### config.mk
export PLATFORM = sky130hd
export DESIGN_NAME = utf8_to_utf16_decoder
export DESIGN_NICKNAME = d
export VERILOG_FILES = /design/src/u2u_pkg.sv /design/src/u2u_front.sv /design/src/u2u_queue.sv /design/src/u2u_back.sv /design/src/utf8_to_utf16_decoder.sv
export VERILOG_INCLUDE_DIRS = /design/src /design/src/src
export SDC_FILE = /design/constraint.sdc
export NUM_CORES = 1
export LEC_CHECK = 0
export BUFFER_PORTS_ARGS = -buffer_cell sky130_fd_sc_hd__buf_2
export CAP_MARGIN = 20
export CORE_ASPECT_RATIO = 0.8
export CORE_MARGIN = 5
export CORE_UTILIZATION = 54
export CTS_BUF_LIST = sky130_fd_sc_hd__clkbuf_16
export CTS_CLUSTER_SIZE = 14
export DETAILED_ROUTE_END_ITERATION = 6
export GPL_ROUTABILITY_DRIVEN = 0
export PLACE_DENSITY = 0.7
export SYNTH_ARGS = -nofsm -noshare
export SYNTH_HDL_FRONTEND = slang
export SYNTH_SLANG_ARGS = --single-unit
### constraint.sdc
create_clock -name clock -period 6.7 [get_ports clock]
set_clock_uncertainty 0.1 [all_clocks]
set_input_delay 0.67 -clock clock [delete_from_list [all_inputs] [get_ports clock]]
set_output_delay 0.67 -clock clock [all_outputs]
set_load 0.05 [all_outputs]
### src/utf8_to_utf16_decoder_macros.svh
// Assertion macros shared by the UTF-8 to UTF-16 decoder modules.
`ifndef UTF8_TO_UTF16_DECODER_MACROS_SVH
`define UTF8_TO_UTF16_DECODER_MACROS_SVH

// Same-cycle implication, sampled on clock, off during reset.
`define U2U_ASSERT_NOW(label, ante, cons, msg) \
   label: assert property (@(posedge clock) disable iff (reset) (ante) |-> (cons)) \
      else $error(msg);

// Next-cycle implication, sampled on clock, off during reset.
`define U2U_ASSERT_NEXT(label, ante, cons, msg) \
   label: assert property (@(posedge clock) disable iff (reset) (ante) |=> (cons)) \
      else $error(msg);

`endif

### src/u2u_pkg.sv
// Shared types and constants of the UTF-8 to UTF-16 decoder.
`default_nettype none
package u2u_pkg;

   localparam int BYTE_W    = 8;
   localparam int VALUE_W   = 21;
   localparam int UNIT_W    = 16;
   localparam int REM_W     = 2;

   localparam int QUEUE_DEPTH = 4;
   localparam int QUEUE_PTR_W = $clog2(QUEUE_DEPTH);
   localparam int QUEUE_CNT_W = $clog2(QUEUE_DEPTH + 1);

   localparam logic [BYTE_W-1:0]  ASCII_LIMIT = 8'h80;
   localparam logic [2:0]         LEAD2_TAG   = 3'b110;
   localparam logic [3:0]         LEAD3_TAG   = 4'b1110;
   localparam logic [4:0]         LEAD4_TAG   = 5'b11110;

   localparam logic [VALUE_W-1:0] BMP_MAX     = 21'h00FFFF;
   localparam logic [UNIT_W-1:0]  HIGH_OFFSET = 16'hD7C0;
   localparam logic [UNIT_W-1:0]  LOW_OFFSET  = 16'hDC00;

   // One finished code point travelling from front to back.
   typedef struct packed {
      logic               valid;
      logic [VALUE_W-1:0] value;
   } u2u_entry_type;

endpackage
`default_nettype wire

### src/u2u_front.sv
// Front end: accepts bytes, tracks open sequences, pushes finished code points.
`default_nettype none
module u2u_front (
   input  wire                          clock,
   input  wire                          reset,
   input  wire                          req_valid,
   output logic                         req_ready,
   input  wire  [u2u_pkg::BYTE_W-1:0]   req_in_byte,
   input  wire                          queue_full,
   output u2u_pkg::u2u_entry_type       push
);
   import u2u_pkg::*;

   logic [REM_W-1:0]   rem_ff,   rem_in;
   logic [VALUE_W-1:0] value_ff, value_in;
   logic               accept;

   assign req_ready = !queue_full;
   assign accept    = req_valid && req_ready;

   always_comb begin
      rem_in     = rem_ff;
      value_in   = value_ff;
      push.valid = 1'b0;
      push.value = {{(VALUE_W-BYTE_W){1'b0}}, req_in_byte};
      if (accept) begin
         if (rem_ff != '0) begin
            // continuation: prefix bits are ignored
            value_in   = {value_ff[VALUE_W-7:0], req_in_byte[5:0]};
            rem_in     = rem_ff - 1'b1;
            push.value = value_in;
            push.valid = (rem_ff == REM_W'(1));
         end else if (req_in_byte < ASCII_LIMIT) begin
            push.valid = 1'b1;
         end else if (req_in_byte[7:5] == LEAD2_TAG) begin
            value_in = {{(VALUE_W-5){1'b0}}, req_in_byte[4:0]};
            rem_in   = REM_W'(1);
         end else if (req_in_byte[7:4] == LEAD3_TAG) begin
            value_in = {{(VALUE_W-4){1'b0}}, req_in_byte[3:0]};
            rem_in   = REM_W'(2);
         end else if (req_in_byte[7:3] == LEAD4_TAG) begin
            value_in = {{(VALUE_W-3){1'b0}}, req_in_byte[2:0]};
            rem_in   = REM_W'(3);
         end else begin
            // stray continuation or invalid lead passes through
            push.valid = 1'b1;
         end
      end
   end

   always_ff @(posedge clock) begin
      if (reset) begin
         rem_ff   <= '0;
         value_ff <= '0;
      end else begin
         rem_ff   <= rem_in;
         value_ff <= value_in;
      end
   end

endmodule
`default_nettype wire

### src/u2u_queue.sv
// Short register queue of finished code points between front and back.
`default_nettype none
module u2u_queue (
   input  wire                          clock,
   input  wire                          reset,
   input  u2u_pkg::u2u_entry_type       push,
   output logic                         full,
   output u2u_pkg::u2u_entry_type       head,
   input  wire                          pop_ack
);
   import u2u_pkg::*;

`include "utf8_to_utf16_decoder_macros.svh"

   logic [VALUE_W-1:0]     slot_ff [QUEUE_DEPTH];
   logic [QUEUE_PTR_W-1:0] wr_ptr_ff, wr_ptr_in;
   logic [QUEUE_PTR_W-1:0] rd_ptr_ff, rd_ptr_in;
   logic [QUEUE_CNT_W-1:0] count_ff,  count_in;
   logic                   do_push, do_pop;

   assign full       = (count_ff == QUEUE_CNT_W'(QUEUE_DEPTH));
   assign head.valid = (count_ff != '0);
   assign head.value = slot_ff[rd_ptr_ff];
   assign do_push    = push.valid && !full;
   assign do_pop     = pop_ack && head.valid;

   always_comb begin
      wr_ptr_in = wr_ptr_ff;
      rd_ptr_in = rd_ptr_ff;
      count_in  = count_ff;
      if (do_push)
         wr_ptr_in = (wr_ptr_ff == QUEUE_PTR_W'(QUEUE_DEPTH-1)) ? '0 : wr_ptr_ff + 1'b1;
      if (do_pop)
         rd_ptr_in = (rd_ptr_ff == QUEUE_PTR_W'(QUEUE_DEPTH-1)) ? '0 : rd_ptr_ff + 1'b1;
      if (do_push && !do_pop)
         count_in = count_ff + 1'b1;
      else if (do_pop && !do_push)
         count_in = count_ff - 1'b1;
   end

   always_ff @(posedge clock) begin
      if (reset) begin
         wr_ptr_ff <= '0;
         rd_ptr_ff <= '0;
         count_ff  <= '0;
      end else begin
         wr_ptr_ff <= wr_ptr_in;
         rd_ptr_ff <= rd_ptr_in;
         count_ff  <= count_in;
      end
   end

   always_ff @(posedge clock) begin
      if (do_push)
         slot_ff[wr_ptr_ff] <= push.value;
   end

   `U2U_ASSERT_NOW(a_count_bound, 1'b1, count_ff <= QUEUE_CNT_W'(QUEUE_DEPTH), "queue overfilled")
   `U2U_ASSERT_NEXT(a_push_grows, do_push && !do_pop, count_ff == $past(count_ff) + 1'b1, "push lost")
   `U2U_ASSERT_NOW(a_ptr_gap, 1'b1, full || (QUEUE_PTR_W'(count_ff) == QUEUE_PTR_W'(wr_ptr_ff - rd_ptr_ff)), "pointer mismatch")

endmodule
`default_nettype wire

### src/u2u_back.sv
// Back end: turns code points into one unit or a surrogate pair on the output.
`default_nettype none
module u2u_back (
   input  wire                          clock,
   input  wire                          reset,
   input  u2u_pkg::u2u_entry_type       head,
   output logic                         pop_ack,
   output logic                         rsp_valid,
   input  wire                          rsp_ready,
   output logic [u2u_pkg::UNIT_W-1:0]   rsp_code_unit,
   output logic                         rsp_last_of_run
);
   import u2u_pkg::*;

`include "utf8_to_utf16_decoder_macros.svh"

   logic              valid_ff, valid_in;
   logic [UNIT_W-1:0] unit_ff,  unit_in;
   logic              last_ff,  last_in;
   logic              pend_ff,  pend_in;
   logic [UNIT_W-1:0] low_ff,   low_in;
   logic              slot_free;
   logic              is_pair;
   logic [UNIT_W-1:0] high_unit, low_unit;

   assign slot_free = !valid_ff || rsp_ready;
   assign is_pair   = (head.value > BMP_MAX);
   assign high_unit = {{(UNIT_W-(VALUE_W-10)){1'b0}}, head.value[VALUE_W-1:10]} + HIGH_OFFSET;
   assign low_unit  = {{(UNIT_W-10){1'b0}}, head.value[9:0]} + LOW_OFFSET;

   always_comb begin
      valid_in = valid_ff;
      unit_in  = unit_ff;
      last_in  = last_ff;
      pend_in  = pend_ff;
      low_in   = low_ff;
      pop_ack  = 1'b0;
      if (slot_free) begin
         if (pend_ff) begin
            valid_in = 1'b1;
            unit_in  = low_ff;
            last_in  = 1'b1;
            pend_in  = 1'b0;
         end else if (head.valid) begin
            pop_ack  = 1'b1;
            valid_in = 1'b1;
            unit_in  = is_pair ? high_unit : head.value[UNIT_W-1:0];
            last_in  = !is_pair;
            pend_in  = is_pair;
            low_in   = low_unit;
         end else begin
            valid_in = 1'b0;
         end
      end
   end

   always_ff @(posedge clock) begin
      if (reset) begin
         valid_ff <= 1'b0;
         pend_ff  <= 1'b0;
      end else begin
         valid_ff <= valid_in;
         pend_ff  <= pend_in;
      end
   end

   always_ff @(posedge clock) begin
      unit_ff <= unit_in;
      last_ff <= last_in;
      low_ff  <= low_in;
   end

   assign rsp_valid       = valid_ff;
   assign rsp_code_unit   = unit_ff;
   assign rsp_last_of_run = last_ff;

   `U2U_ASSERT_NOW(a_pend_high_out, pend_ff, valid_ff && !last_ff, "low half without high half")
   `U2U_ASSERT_NEXT(a_low_follows, valid_ff && rsp_ready && pend_ff, valid_ff && last_ff && !pend_ff, "low half missing")
   `U2U_ASSERT_NOW(a_no_pop_pending, pend_ff, !pop_ack, "popped during pair")

endmodule
`default_nettype wire

### src/utf8_to_utf16_decoder.sv
// Top level of the UTF-8 to UTF-16 decoder.
//
// Usage:
//   req_*  : one UTF-8 byte per transfer on req_in_byte (valid/ready).
//   rsp_*  : one UTF-16 code unit per transfer on rsp_code_unit, with
//            rsp_last_of_run high on the last unit a byte produces.
//   Lead and middle bytes of a sequence produce no transfer; the byte that
//   ends a sequence, an ASCII byte or a stray byte produces one unit, or a
//   surrogate pair (high half first) for values above 0xFFFF.
// Path: a finishing byte's code point is written into the queue at its
//   transfer; its first unit is loaded into the single output register of
//   the back end once that register is free and the entry heads the queue.
// Throughput: one byte per cycle in unless the queue is full; a four-byte
//   sequence still keeps the input at one byte per cycle. One unit per cycle
//   out while rsp_ready is high; a pair goes out as two units.
// Stalls: a 4-entry queue of finished code points separates the byte
//   front end from the output back end; req_ready drops only when it is full.
// Reset: synchronous, active high; closes any open sequence and empties
//   the queue and the output register.
`default_nettype none
module utf8_to_utf16_decoder (
   input  wire                          clock,
   input  wire                          reset,
   input  wire                          req_valid,
   output logic                         req_ready,
   input  wire  [u2u_pkg::BYTE_W-1:0]   req_in_byte,
   output logic                         rsp_valid,
   input  wire                          rsp_ready,
   output logic [u2u_pkg::UNIT_W-1:0]   rsp_code_unit,
   output logic                         rsp_last_of_run
);
   import u2u_pkg::*;

   u2u_entry_type push;   // finished code point from the front end
   u2u_entry_type head;   // oldest queued code point
   logic          queue_full;
   logic          pop_ack;

   // byte classification and sequence accumulation
   u2u_front u_front (
      .clock       (clock),
      .reset       (reset),
      .req_valid   (req_valid),
      .req_ready   (req_ready),
      .req_in_byte (req_in_byte),
      .queue_full  (queue_full),
      .push        (push)
   );

   // decoupling queue
   u2u_queue u_queue (
      .clock   (clock),
      .reset   (reset),
      .push    (push),
      .full    (queue_full),
      .head    (head),
      .pop_ack (pop_ack)
   );

   // unit / surrogate pair generation and output register
   u2u_back u_back (
      .clock           (clock),
      .reset           (reset),
      .head            (head),
      .pop_ack         (pop_ack),
      .rsp_valid       (rsp_valid),
      .rsp_ready       (rsp_ready),
      .rsp_code_unit   (rsp_code_unit),
      .rsp_last_of_run (rsp_last_of_run)
   );

endmodule
`default_nettype wire

==> flow_metrics.env <==
export IMPL_crit_buf_inv=0
export IMPL_required_ns=6.75
export IMPL_first_pass_iters=4
export IMPL_synth_top_cell_area_share=0.594
export IMPL_hold_ws_ns=0.394
export IMPL_hold_path_class="register to register"
export IMPL_detailedRoute_firstIterationViolations=179
export IMPL_die_y_um=101
export IMPL_setup_violations=0
export IMPL_critical_path_top_delay_family="multiplexers"
export IMPL_nets=407
export IMPL_clock_sinks=139
export IMPL_fin_area_um2=6480
export IMPL_r2r_setup_slack_ns=3.23
export IMPL_final_layout_size_suffix_gt1_frac=0.193
export IMPL_status="completed"
export IMPL_synthesis_area_um2=5610
export IMPL_arrival_ns=3.52
export IMPL_clockRootBuffer="clkbuf_16"
export IMPL_antenna_diode_count=0
export IMPL_r2r_end="u_back.rsp_code_unit[10]"
export IMPL_clk_latency_ns=0.41
export IMPL_leakage_uw=0.00236
export IMPL_grt_use_total=0.170
export IMPL_yosys_warnings=0
export IMPL_ctsHoldBuffers=0
export IMPL_ir_worst_vdd_uv=194
export IMPL_path_depth=6
export IMPL_synthCells=348
export IMPL_fill_cells=727
export IMPL_dpl_cell_area_um2=5910
export IMPL_rsz0062_at_grt="no"
export IMPL_vias=2932
export IMPL_ctsResizeCount=0
export IMPL_slowest_delay_ns=0.92
export IMPL_drt_met1_wl_um=4650
export IMPL_routed_wl_um=9720
export IMPL_synthFlopType="edfxtp_1"
export IMPL_critPathCaptureType="register"
export IMPL_critPathKind="register to register"
export IMPL_post_route_util=0.636
export IMPL_synth_top_cells_by_area="edfxtp_1, dfxtp_1, mux4_1"
export IMPL_drcViolationCount=0
export IMPL_cts_buffers=17
export IMPL_period_minus_slack_ns=3.47
export IMPL_ios=31
export IMPL_yosysTopAreaCell="edfxtp_1"
export IMPL_cts_tree="yes"
export IMPL_cp_max_fo=21
export IMPL_crit_end="u_back.rsp_code_unit[10]"
export IMPL_tns_ns=0
export IMPL_overflow=0
export IMPL_viasPerCell=5.43
export IMPL_maxSlewViolCount=0
export IMPL_clockBufferDepth=2
export IMPL_wl_met2_um=4580
export IMPL_synth_edf_count=111
export IMPL_post_synth_num_cell_types=45
export IMPL_synth_most_common_cell="edfxtp_1"
export IMPL_final_hold_violation_count=0
export IMPL_die_x_um=124
export IMPL_grt_max_degree=32
export IMPL_cp_slowest_cell="dfxtp_1"
export IMPL_max_freq_mhz=288
export IMPL_port_buffers=30
export IMPL_syn_area_per_cell_um2=16.1
export IMPL_fp_row_count=33
export IMPL_synth_seq_cells=139
export IMPL_final_period_utilization=0.518
export IMPL_ys_async_sr_fraction=0
export IMPL_crit_chain="mux4_1 -> nand4_1 -> nor4_4 -> mux2i_4 -> and2b_2 -> a211o_1"
export IMPL_cap_viol_max_count=0
export IMPL_htree_levels=4
export IMPL_grt_pass1_wl_um=15300
export IMPL_postCtsSetupBuffers=0
export IMPL_first_global_vias=2802
export IMPL_syn_nets=368
export IMPL_path_clk_slew_ns=0.05
export IMPL_ant_nets=0
export IMPL_syn_to_final_growth_pct=15.6
export IMPL_relSlewSlack=0.274
export IMPL_p_per_area_nw_per_um2=450
export IMPL_yosys_top_cells_count="edfxtp_1, nor2_1, dfxtp_1"
export IMPL_dp_hpwl_um=6430
export IMPL_min_from="u_front.value_ff[10]"
export IMPL_synth_seq_area_share=0.694
export IMPL_start_kind="register"
export IMPL_maxUsedRoutingLayer="met4"
export IMPL_wl_met3_um=449
export IMPL_rr_worst_depth=6
export IMPL_max_slew_worst_pin_slew_ns=1.09
export IMPL_die_area_um2=12500
export IMPL_wl_per_cell_um=18.0
export IMPL_antenna_found_initial=0
export IMPL_initial_utilization=0.550
export IMPL_core_area_um2=10200
==> report_power, final <==
group          internal, uW  leakage, uW  total [uW]  switching (uW)
sequential             1130      0.00128        1200            61.1
combinational           299     0.000785         843             544
clock                   564     0.000294         882             318
==> cells in the final DEF, fill, tap and decap left out, drive strengths merged, types with 3 or more instances in the layout <==
cell type and n:
mux2i 15, buf 36, nand2 13, ha 7, inv 11, and2 18
nor3 5, clkbuf 20, or3 4, a21oi 9, mux4 21, o21ai 11
nand4 4, a22oi 11, nor2b 3, nor2 36, dfxtp 28, xor2 3
edfxtp 111, clkinv 6
==> cell type report <==
type                            count  area, um^2  share of cell area
Multi-Input combinational cell    186        1620               0.249
Tap cell                          140         175              0.0270
Timing Repair Buffer               36         195              0.0301
Clock inverter                     12        76.3              0.0118
Sequential cell                   139        3890               0.601
Clock buffer                       20         500              0.0772
Inverter                            7        26.3             0.00405
==> stage by stage <==
step	worst slack [ns]	power (uW)	std cells
2_1_floorplan	3.60	1860	348
3_3_place_gp	3.31	2040	508
3_5_place_dp	3.20	2060	508
4_1_cts	3.18	2940	540
5_1_grt	2.98	3060	540
6_report	3.23	2920	540
==> sequential cells by signal, indices dropped and copies added, names as in the netlist, 2 cells and up, named ones only <==
name                  count
u_queue.count_ff          3
u_back.low_ff            10
u_front.rem_ff            2
u_front.value_ff         15
u_queue.wr_ptr_ff         2
u_queue.rd_ptr_ff         2
u_queue.slot_ff          84
u_back.rsp_code_unit     16
==> worst reg2reg max path, stage by stage (launching register included) <==
cell and delay (ns):
dfxtp_1 0.92, mux4_1 0.38, nand4_1 0.17, nor4_4 0.43, mux2i_4 0.65, and2b_2 0.29
a211o_1 0.28
==> layer usage <==
metal | global-route usage | vias up
met5 | 0 | -
met4 | 0.0522 | 0
met3 | 0.0609 | 4
met2 | 0.251 | 73
met1 | 0.240 | 1436
li1 | - | 1419
==> kinds of logic (layout without fill, tap and decap cells) <==
logic type | Yosys count | count (layout) | synth area share
compound gates | 41 | 41 | 0.0468
mux | 38 | 38 | 0.125
simple gates | 94 | 94 | 0.0876
flops | 139 | 139 | 0.694
buf+inv | 23 | 75 | 0.0192
fa+ha+maj | 8 | 8 | 0.0192
xor+xnor | 5 | 5 | 0.00781
==> worst min path at each step <==
| stage | to | slack [ns] | cells past startpoint |
|---|---|---|---|
| global route | u_queue.slot_ff[0][0] | 0.40 | 1 |
| detailed placement | u_front.value_ff[10] | 0.38 | 2 |
| finish | u_front.value_ff[10] | 0.39 | 2 |
| floorplan | u_front.value_ff[10] | 0.36 | 2 |
| global placement | u_front.value_ff[9] | 0.37 | 2 |
| CTS | u_queue.slot_ff[0][0] | 0.39 | 1 |
No activity file was read; power rests on OpenSTA's default activity.
